`src/assert_macros.svh`:
```
// Assertion macros shared by the RTL. Bodies compile away under SYNTHESIS.
`ifndef ASSERT_MACROS_SVH
`define ASSERT_MACROS_SVH
`ifndef SYNTHESIS
`define ASSERT_CLK(lbl, clk, rst_n, prop, msg) \
    lbl: assert property (@(posedge clk) disable iff (!rst_n) prop) else $error(msg);
`define ASSERT_CLK_NORST(lbl, clk, prop, msg) \
    lbl: assert property (@(posedge clk) prop) else $error(msg);
`else
`define ASSERT_CLK(lbl, clk, rst_n, prop, msg)
`define ASSERT_CLK_NORST(lbl, clk, prop, msg)
`endif
`endif

```
`src/pes_pkg.sv`:
```
`timescale 1ns / 1ps
// ----------------------------------------------------------------------------
// pes_pkg
// Shared constants for the PUCT edge select unit: defaults, register
// indexes, field widths and reset values.
// ----------------------------------------------------------------------------
package pes_pkg;

    localparam int EDGE_LIMIT_DEF = 256;
    localparam int VISIT_BITS_DEF = 24;

    localparam int CFG_IDX_W  = 2;
    localparam int CFG_DATA_W = 16;

    localparam logic [CFG_IDX_W-1:0] REG_EXPLORATION    = 2'd0;
    localparam logic [CFG_IDX_W-1:0] REG_STYLE_WEIGHT   = 2'd1;
    localparam logic [CFG_IDX_W-1:0] REG_UNVISITED_MODE = 2'd2;

    localparam logic [15:0] EXPLORATION_RST  = 16'd4096;
    localparam logic [15:0] STYLE_WEIGHT_RST = 16'd32768;

    localparam int RATE_W   = 16;
    localparam int VALUE_W  = 17;
    localparam int TERM_W   = 32;
    localparam int SCORE_W  = 48;
    localparam int INDEX_W  = 8;
    localparam int VCOUNT_W = 24;
    localparam int LOSS_W   = 8;

endpackage

```
`src/puct_edge_select_unit.sv`:
```
`timescale 1ns / 1ps
// ----------------------------------------------------------------------------
// puct_edge_select_unit
// Running PUCT argmax over the edges of one tree node.
// ----------------------------------------------------------------------------
// Usage: a header word (action 0) latches exploration * sqrt(node visits)
// and the parent value, then one edge word per child follows (action 1).
// The edge word with last set yields one result word: the best edge index,
// found and overflow. Header words and other edge words yield nothing.
// Input channel in_valid / in_stall, output channel out_valid / out_stall;
// a word moves on a rising edge with valid high and stall low.
// One word is processed at a time; in_stall is high while busy.
// A header word runs the square root on the shared subtract-compare unit.
// A scored edge runs the Q division (17 steps) when virtual loss is
// pending, then the U division (32 steps) on that same unit.
// Proven or surplus edges skip this arithmetic; one that ends the node
// goes on to the finish state.
// The result sits in an output register; if the receiver stalls while an
// older result waits, the block holds in its finish state.
// Reset loads register defaults, clears the node terms and the selection.
// ----------------------------------------------------------------------------
`include "assert_macros.svh"

module puct_edge_select_unit #(
    parameter int EDGE_LIMIT = pes_pkg::EDGE_LIMIT_DEF,
    parameter int VISIT_BITS = pes_pkg::VISIT_BITS_DEF
) (
    input  logic                            clk,
    input  logic                            rst_n,
    input  logic                            cfg_we,
    input  logic [pes_pkg::CFG_IDX_W-1:0]   cfg_index,
    input  logic [pes_pkg::CFG_DATA_W-1:0]  cfg_data,
    input  logic                            in_valid,
    output logic                            in_stall,
    input  logic                            action,
    input  logic [pes_pkg::VCOUNT_W-1:0]    visit_count,
    input  logic [pes_pkg::RATE_W-1:0]      win_rate,
    input  logic [pes_pkg::RATE_W-1:0]      draw_rate,
    input  logic [pes_pkg::RATE_W-1:0]      prior,
    input  logic [pes_pkg::LOSS_W-1:0]      pending_loss,
    input  logic                            proven,
    input  logic                            last,
    output logic                            out_valid,
    input  logic                            out_stall,
    output logic [pes_pkg::INDEX_W-1:0]     selected_index,
    output logic                            found,
    output logic                            overflow
);

    localparam int VB  = VISIT_BITS;
    localparam int PB  = $clog2(EDGE_LIMIT + 1);
    localparam int RB  = (VB + 17) / 2;
    localparam int RW  = ((VB + 1) > (RB + 1)) ? (VB + 1) : (RB + 1);
    localparam int PW  = RW + 2;
    localparam int SHW = (2 * RB > 32) ? 2 * RB : 32;
    localparam int TW  = 12 + RB;
    localparam int QW  = pes_pkg::VALUE_W;
    localparam int NW  = QW + VB;
    localparam int CW  = 6;

    localparam logic [3:0] S_IDLE  = 4'd0;
    localparam logic [3:0] S_SQRT  = 4'd1;
    localparam logic [3:0] S_HMUL  = 4'd2;
    localparam logic [3:0] S_PREP  = 4'd3;
    localparam logic [3:0] S_MUL   = 4'd4;
    localparam logic [3:0] S_QDIV  = 4'd5;
    localparam logic [3:0] S_USTRT = 4'd6;
    localparam logic [3:0] S_UDIV  = 4'd7;
    localparam logic [3:0] S_SCORE = 4'd8;
    localparam logic [3:0] S_FIN   = 4'd9;

    // configuration
    logic [15:0] exploration_reg;
    logic [15:0] style_weight_reg;
    logic        unvisited_mode_reg;

    // control
    logic [3:0]    state_reg, state_next;
    logic [CW-1:0] cnt_reg, cnt_next;

    // node terms and selection
    logic [pes_pkg::TERM_W-1:0]  sqrt_term_reg, sqrt_term_next;
    logic [QW-1:0]               parent_value_reg, parent_value_next;
    logic [pes_pkg::SCORE_W-1:0] best_score_reg, best_score_next;
    logic [pes_pkg::INDEX_W-1:0] best_index_reg, best_index_next;
    logic                        any_found_reg, any_found_next;
    logic [PB-1:0]               pos_reg, pos_next;
    logic                        ovf_reg, ovf_next;

    // latched word
    logic [VB-1:0]              v_reg, v_next;
    logic [pes_pkg::RATE_W-1:0] win_reg, win_next;
    logic [pes_pkg::RATE_W-1:0] draw_reg, draw_next;
    logic [pes_pkg::RATE_W-1:0] prior_reg, prior_next;
    logic [pes_pkg::LOSS_W-1:0] vl_reg, vl_next;
    logic                       last_reg, last_next;

    // datapath
    logic [QW-1:0]              base_reg, base_next;
    logic [QW-1:0]              q_reg, q_next;
    logic [pes_pkg::TERM_W-1:0] unum_reg, unum_next;
    logic [RW-1:0]              rem_reg, rem_next;
    logic [RW-1:0]              dvs_reg, dvs_next;
    logic [SHW-1:0]             sh_reg, sh_next;
    logic [RB-1:0]              root_reg, root_next;

    // output register
    logic                        out_valid_reg, out_valid_next;
    logic [pes_pkg::INDEX_W-1:0] sel_reg, sel_next;
    logic                        found_reg, found_next;
    logic                        ovf_out_reg, ovf_out_next;

    logic                        in_acc;
    logic                        out_acc;
    logic                        loop_active;
    logic [PW-1:0]               partial;
    logic [PW-1:0]               operand;
    logic                        step_ok;
    logic [RW-1:0]               step_diff;
    logic [QW-1:0]               base_c;
    logic [31:0]                 sd_prod;
    logic [15+RB:0]              ex_prod;
    logic [TW-1:0]               t_val;
    logic [NW-1:0]               qnum;
    logic [47:0]                 u_prod;
    logic [pes_pkg::SCORE_W-1:0] score;
    logic [VB-1:0]               v_in;

    assign in_stall  = (state_reg != S_IDLE);
    assign in_acc    = in_valid && !in_stall;
    assign out_acc   = out_valid_reg && !out_stall;
    assign out_valid = out_valid_reg;
    assign selected_index = sel_reg;
    assign found     = found_reg;
    assign overflow  = ovf_out_reg;
    assign v_in      = VB'(visit_count);
    assign loop_active = (state_reg == S_SQRT) || (state_reg == S_QDIV) ||
                         (state_reg == S_UDIV);

    // shared subtract-compare unit: root digit or quotient bit
    always_comb
    begin
        if (state_reg == S_SQRT)
        begin
            partial = {rem_reg, sh_reg[SHW-1 -: 2]};
            operand = PW'({root_reg, 2'b01});
        end
        else
        begin
            partial = {1'b0, rem_reg, sh_reg[SHW-1]};
            operand = {2'b00, dvs_reg};
        end
        step_ok   = (partial >= operand);
        step_diff = RW'(partial - operand);
    end

    // node and edge arithmetic around the shared unit
    always_comb
    begin
        sd_prod = style_weight_reg * draw_reg;
        base_c  = QW'(win_reg) + QW'(sd_prod[31:16]);
        ex_prod = exploration_reg * root_reg;
        t_val   = ex_prod[15+RB:4];
        qnum    = base_reg * v_reg;
        u_prod  = prior_reg * sqrt_term_reg;
        score   = pes_pkg::SCORE_W'(q_reg) + pes_pkg::SCORE_W'(sh_reg[31:0]);
    end

    // sequencer
    always_comb
    begin
        state_next        = state_reg;
        cnt_next          = cnt_reg;
        sqrt_term_next    = sqrt_term_reg;
        parent_value_next = parent_value_reg;
        best_score_next   = best_score_reg;
        best_index_next   = best_index_reg;
        any_found_next    = any_found_reg;
        pos_next          = pos_reg;
        ovf_next          = ovf_reg;
        v_next            = v_reg;
        win_next          = win_reg;
        draw_next         = draw_reg;
        prior_next        = prior_reg;
        vl_next           = vl_reg;
        last_next         = last_reg;
        base_next         = base_reg;
        q_next            = q_reg;
        unum_next         = unum_reg;
        rem_next          = rem_reg;
        dvs_next          = dvs_reg;
        sh_next           = sh_reg;
        root_next         = root_reg;
        out_valid_next    = out_acc ? 1'b0 : out_valid_reg;
        sel_next          = sel_reg;
        found_next        = found_reg;
        ovf_out_next      = ovf_out_reg;

        case (state_reg)
            S_IDLE:
            begin
                if (in_acc)
                begin
                    v_next     = v_in;
                    win_next   = win_rate;
                    draw_next  = draw_rate;
                    prior_next = prior;
                    vl_next    = pending_loss;
                    last_next  = last;
                    if (!action)
                    begin
                        // load radicand visits * 2^16 at the top
                        sh_next    = SHW'({v_in, 16'b0}) << (SHW - 2 * RB);
                        rem_next   = '0;
                        root_next  = '0;
                        cnt_next   = CW'(RB);
                        state_next = S_SQRT;
                    end
                    else if (pos_reg >= PB'(EDGE_LIMIT))
                    begin
                        ovf_next   = 1'b1;
                        state_next = last ? S_FIN : S_IDLE;
                    end
                    else if (proven)
                    begin
                        pos_next   = pos_reg + PB'(1);
                        state_next = last ? S_FIN : S_IDLE;
                    end
                    else
                    begin
                        state_next = S_PREP;
                    end
                end
            end
            S_SQRT:
            begin
                rem_next  = step_ok ? step_diff : RW'(partial);
                root_next = {root_reg[RB-2:0], step_ok};
                sh_next   = {sh_reg[SHW-3:0], 2'b00};
                cnt_next  = cnt_reg - CW'(1);
                if (cnt_reg == CW'(1))
                    state_next = S_HMUL;
            end
            S_HMUL:
            begin
                // scale, saturate, and start a fresh selection
                if (t_val > TW'(32'hFFFF_FFFF))
                    sqrt_term_next = '1;
                else
                    sqrt_term_next = pes_pkg::TERM_W'(t_val);
                parent_value_next = base_c;
                best_score_next   = '0;
                best_index_next   = '0;
                any_found_next    = 1'b0;
                pos_next          = '0;
                ovf_next          = 1'b0;
                state_next        = S_IDLE;
            end
            S_PREP:
            begin
                base_next  = base_c;
                state_next = S_MUL;
            end
            S_MUL:
            begin
                unum_next = u_prod[47:16];
                if (v_reg == '0 && !unvisited_mode_reg)
                begin
                    q_next     = parent_value_reg;
                    state_next = S_USTRT;
                end
                else if (vl_reg == '0)
                begin
                    q_next     = base_reg;
                    state_next = S_USTRT;
                end
                else
                begin
                    // quotient fits 17 bits, so the upper part is the first remainder
                    rem_next   = RW'(qnum[NW-1:QW]);
                    sh_next    = SHW'(qnum[QW-1:0]) << (SHW - QW);
                    dvs_next   = RW'(v_reg) + RW'(vl_reg);
                    cnt_next   = CW'(QW);
                    state_next = S_QDIV;
                end
            end
            S_QDIV:
            begin
                rem_next = step_ok ? step_diff : RW'(partial);
                sh_next  = {sh_reg[SHW-2:0], step_ok};
                cnt_next = cnt_reg - CW'(1);
                if (cnt_reg == CW'(1))
                begin
                    q_next     = {sh_reg[QW-2:0], step_ok};
                    state_next = S_USTRT;
                end
            end
            S_USTRT:
            begin
                rem_next   = '0;
                sh_next    = SHW'(unum_reg) << (SHW - 32);
                dvs_next   = RW'(v_reg) + RW'(1);
                cnt_next   = CW'(32);
                state_next = S_UDIV;
            end
            S_UDIV:
            begin
                rem_next = step_ok ? step_diff : RW'(partial);
                sh_next  = {sh_reg[SHW-2:0], step_ok};
                cnt_next = cnt_reg - CW'(1);
                if (cnt_reg == CW'(1))
                    state_next = S_SCORE;
            end
            S_SCORE:
            begin
                // strictly greater wins, ties keep the earlier edge
                if (!any_found_reg || score > best_score_reg)
                begin
                    best_score_next = score;
                    best_index_next = pes_pkg::INDEX_W'(pos_reg);
                    any_found_next  = 1'b1;
                end
                pos_next   = pos_reg + PB'(1);
                state_next = last_reg ? S_FIN : S_IDLE;
            end
            S_FIN:
            begin
                if (!out_valid_reg || !out_stall)
                begin
                    out_valid_next  = 1'b1;
                    sel_next        = any_found_reg ? best_index_reg : '0;
                    found_next      = any_found_reg;
                    ovf_out_next    = ovf_reg;
                    best_score_next = '0;
                    best_index_next = '0;
                    any_found_next  = 1'b0;
                    pos_next        = '0;
                    ovf_next        = 1'b0;
                    state_next      = S_IDLE;
                end
            end
            default:
            begin
                state_next = S_IDLE;
            end
        endcase
    end

    // configuration writes
    always_ff @(posedge clk or negedge rst_n)
    begin
        if (!rst_n)
        begin
            exploration_reg    <= pes_pkg::EXPLORATION_RST;
            style_weight_reg   <= pes_pkg::STYLE_WEIGHT_RST;
            unvisited_mode_reg <= 1'b0;
        end
        else if (cfg_we)
        begin
            case (cfg_index)
                pes_pkg::REG_EXPLORATION:    exploration_reg    <= cfg_data;
                pes_pkg::REG_STYLE_WEIGHT:   style_weight_reg   <= cfg_data;
                pes_pkg::REG_UNVISITED_MODE: unvisited_mode_reg <= cfg_data[0];
                default:                     ;
            endcase
        end
    end

    // control and node state
    always_ff @(posedge clk or negedge rst_n)
    begin
        if (!rst_n)
        begin
            state_reg        <= S_IDLE;
            cnt_reg          <= '0;
            sqrt_term_reg    <= '0;
            parent_value_reg <= '0;
            best_score_reg   <= '0;
            best_index_reg   <= '0;
            any_found_reg    <= 1'b0;
            pos_reg          <= '0;
            ovf_reg          <= 1'b0;
            out_valid_reg    <= 1'b0;
        end
        else
        begin
            state_reg        <= state_next;
            cnt_reg          <= cnt_next;
            sqrt_term_reg    <= sqrt_term_next;
            parent_value_reg <= parent_value_next;
            best_score_reg   <= best_score_next;
            best_index_reg   <= best_index_next;
            any_found_reg    <= any_found_next;
            pos_reg          <= pos_next;
            ovf_reg          <= ovf_next;
            out_valid_reg    <= out_valid_next;
        end
    end

    // payload registers
    always_ff @(posedge clk)
    begin
        v_reg       <= v_next;
        win_reg     <= win_next;
        draw_reg    <= draw_next;
        prior_reg   <= prior_next;
        vl_reg      <= vl_next;
        last_reg    <= last_next;
        base_reg    <= base_next;
        q_reg       <= q_next;
        unum_reg    <= unum_next;
        rem_reg     <= rem_next;
        dvs_reg     <= dvs_next;
        sh_reg      <= sh_next;
        root_reg    <= root_next;
        sel_reg     <= sel_next;
        found_reg   <= found_next;
        ovf_out_reg <= ovf_out_next;
    end

    `ASSERT_CLK(a_pos_bound, clk, rst_n, pos_reg <= PB'(EDGE_LIMIT), "edge position past limit")
    `ASSERT_CLK(a_idx_clear, clk, rst_n, !any_found_reg |-> best_index_reg == '0, "stale index")
    `ASSERT_CLK(a_loop_cnt, clk, rst_n, loop_active |-> cnt_reg != '0, "iteration count ran out")
    `ASSERT_CLK(a_found_sel, clk, rst_n, out_valid_reg && !found_reg |-> sel_reg == '0, "bad index")

endmodule
```
`config.mk`:
```
export PLATFORM = sky130hd
export DESIGN_NAME = puct_edge_select_unit
export DESIGN_NICKNAME = d
export VERILOG_FILES = /design/src/pes_pkg.sv /design/src/puct_edge_select_unit.sv
export VERILOG_INCLUDE_DIRS = /design/src /design/src/src
export SDC_FILE = /design/constraint.sdc
export NUM_CORES = 2
export LEC_CHECK = 0
export BUFFER_PORTS_ARGS = -buffer_cell sky130_fd_sc_hd__buf_4
export CORE_AREA = 2 2 512 514
export CTS_CLUSTER_DIAMETER = 200
export DETAILED_ROUTE_END_ITERATION = 8
export DIE_AREA = 0 0 514 516
export HOLD_SLACK_MARGIN = 0.1
export PLACE_DENSITY = 0.46
export SLEW_MARGIN = 0
export SYNTH_ARGS = -nofsm -noshare
export SYNTH_HDL_FRONTEND = slang
export SYNTH_SLANG_ARGS = --single-unit
```
`constraint.sdc`:
```
create_clock -name clk -period 14.41 [get_ports clk]
set_clock_uncertainty 0.15 [all_clocks]
set_input_delay 2.1615 -clock clk [delete_from_list [all_inputs] [get_ports clk]]
set_output_delay 2.1615 -clock clk [all_outputs]
set_load 0.02 [all_outputs]
```
==> metrics.md <==
| Metric | Value |
|---|---|
| Status | finished, final reports clean |
| Commonest non-fill, non-tap cell in the layout | inv_1 |
| CTS max path bufs | 3 |
| Tightest Hold Check Type | reg -> reg |
| Vias | approximately 50,000 |
| Fill cells | 27,460 |
| Syn nets | a little over 9,000 |
| Synthesized area per cell | roughly 9.2 um2 |
| CP startpoint | draw_reg[5] |
| Drt wl/cell | roughly 19 um |
| Initial antenna violation count | 8 |
| Root Buffer | clkbuf_16 |
| Layout area overhead | 9.661% |
| CP Data Arrival Time | 8950 ps |
| Post-synth top area share | 0.3556 |
| Clk sinks | 412 |
| Largest net degree at the start of global routing | a little over 70 |
| CP Buf/Inv Count | 4 |
| Post-cts resize count | 0 |
| Post-detail-place hpwl | approximately 160,000 um |
| CTS tree | built |
| Final setup fails | 0 |
| Post-route setup slack | 5829 ps |
| Worst setup SP type | flop |
| Io pins | between 100 and 150 |
| Worst slew pin tran | approximately 1300 ps |
| Prevailing post-synth register cell | edfxtp_1 |
| Met1 usage | 0.2090 |
| RR Endpoint | parent_value_reg[12] |
| DR pass1 iterations | 5 |
| WL final | around 200,000 um |
| Initial Util | 0.2591 |
| First-pass GRT wire length | approximately 320,000 um |
| Fin Hold WS | 327.6 ps |
| Clock Latency Late Sink | 690 ps |
| Post-CTS setup repair buffer count | 0 |
| Sequential cell area | roughly 0.012 mm2 |
| Layout cell share with drive strength beyond 1 | 0.05788 |
| Nets | 9,037 |
| Site row count | between 150 and 200 |
| CP dominant cell by count | fa_1 |
| Pre-CTS worst setup slack | just under 6000 ps |
| CP peak stage delay | approximately 680 ps |
| All-layer global routing usage | 0.1564 |
| # DRC | 0 |
| Post-synth EDFFs | ~270 |
| Synth Warn # | 0 |
| Rel. slew slack | 0.1318 |
| Vias in the first global route | 53,680 |
| Clock Pin Slew Worst Setup and Hold Paths | approximately 70 ps |
| Yosys top cell by area | fa_1 |
| RSZ-0062 raised after global routing | false |
| DRT iter0 DRCs | approximately 3,000 |
| Hold Vio Cnt, Final | 0 |
| WS Path Type | reg -> reg |
| Netlist cell types | 85 |
| Worst r2r src | draw_reg[5] |
| Post-DRT Antenna Nets | 0 |
| Die area | ~0.27 mm2 |
| Synth async-reset ratio | 0.3519 |
| GRT met2 Usage | 0.2705 |
| Gr busiest metal | met2 |
| Critical Path Fanout Max | 16 |
| Gate count of the mapped netlist | 7,266 |
| Most frequent cells in the layout | 1,383 x inv_1, 1,363 x nand2_1, 1,193 x fa_1 |
| Min Clock Period, post-route | around 8600 ps |
| GR Overflow Total | 0 |
| Crit path max-delay family | adder cells |
| Crit path depth | 28 |
| Setup TNS | 0 ps |
| Reg2reg setup slack | approximately 5800 ps |
| Max-cap violations | 0 |
| Core area | 0.2592 mm2 |
| Met3 usage | 0.01384 |
| Top cells by area, synth | fa_1 36%, edfxtp_1 12%, ha_1 10% |
| Crit end category | flop |
| Port Buffers | around 120 |
| Die Y-Extent | 516 um |
| R2R depth | 28 |
| Post-Syn Area | between 0.06 and 0.07 mm2 |
| Via density per instance | roughly 4.6 |
| Worst Setup EP | parent_value_reg[12] |
| Chip Width | 514 um |
| CTS H-Tree Depth | 2 |
| Fin util | 0.2841 |
| CTS hold repair buffers | 0 |
| Max-slew violation count | 0 |
| Slowest stage cell, crit path | edfxtp_1 |
| Crit path required time | 14,780 ps |
| Post-synthesis sequential area ratio | 0.1734 |
| Largest register FFs | 40 |
| Max Freq | approximately 0.12 GHz |
| Area taken by multi-input logic gates | 0.04901 mm2 |
| Gpl congestion | 0.8649 |
| Period utilisation layout | 0.5955 |
| Yosys reg bits | between 400 and 500 |
| TritonCTS Buffers | a little over 50 |
-- final cells by class --
type / instances / share of cell area
multi-input cells: 5109 / 0.6654
repair buffers: 238 / 0.02431
inverters: 1384 / 0.07053
well taps: 3402 / 0.05779
clock buffers: 59 / 0.01801
diodes: 3 / 0.0001019
flip-flops and latches: 412 / 0.1582
clock inverters: 37 / 0.005674
-- synthesized netlist by cell type, types with 19 or more instances --
library cell,n
a211oi_1,19
a21o_1,104
a21oi_1,208
a22oi_1,31
a31oi_1,29
and2_1,500
and3_1,49
buf_1,23
clkbuf_1,331
dfrtp_1,143
edfxtp_1,267
fa_1,1193
ha_1,542
inv_1,1383
mux2_2,44
mux2i_1,40
nand2_1,1364
nand2b_1,22
nand3_1,60
nand4_1,35
nor2_1,148
nor2b_1,33
nor3_1,45
o21a_1,21
o21ai_0,180
o22ai_1,23
o31ai_1,24
xnor2_1,122
xor2_1,67
-- worst min-delay path by stage --
stage	start	endpoint	slack [ps]	depth (start not counted)
after global placement	best_score_reg[11]	best_score_reg[11]	310	2
final	best_score_reg[4]	best_score_reg[4]	330	2
after floorplan	ovf_reg	overflow	280	0
after detailed placement	parent_value_reg[0]	parent_value_reg[0]	320	2
after CTS	best_score_reg[4]	best_score_reg[4]	340	2
after global routing	best_score_reg[5]	best_score_reg[5]	360	2
-- worst register-to-register path, delay by kind of cell (launching register included) --
kind                     cells  cell delay (ps)
AO/OA/AOI/OAI               12             3040
XOR/XNOR                     2              280
adder cells (fa/ha/maj)      8             3550
buffers and inverters        4              190
flip-flops                   1              680
multiplexers                 1              270
AND/OR/NAND/NOR              1              310
-- kinds of logic after synthesis --
kind of cell    Yosys count  share of synthesized area
simple gates           2309                     0.1575
buf+inv                1745                    0.09797
fa+ha+maj              1735                     0.4566
compound gates          792                    0.07655
flops                   412                     0.1734
xor+xnor                189                    0.02465
mux                      84                    0.01334
-- per-stage QoR --
stage               area (um2)  cells
floorplan                67160   7266
global placement         71900  10550
detailed placement       71900  10550
CTS                      73640  10640
global route             73640  10640
finish                   73650  10640
-- per-layer routing --
layer  routed length [um]  part of all wire  up-vias
li1                     -                 -    22350
met1                90260              0.44    25530
met2                99150              0.49     1142
met3                 8633             0.042      241
met4                 6011             0.029        2
met5                   13          0.000064        -
Power is not shown: default switching activity piles up to over one toggle a cycle in this logic, so the estimate is an artifact.
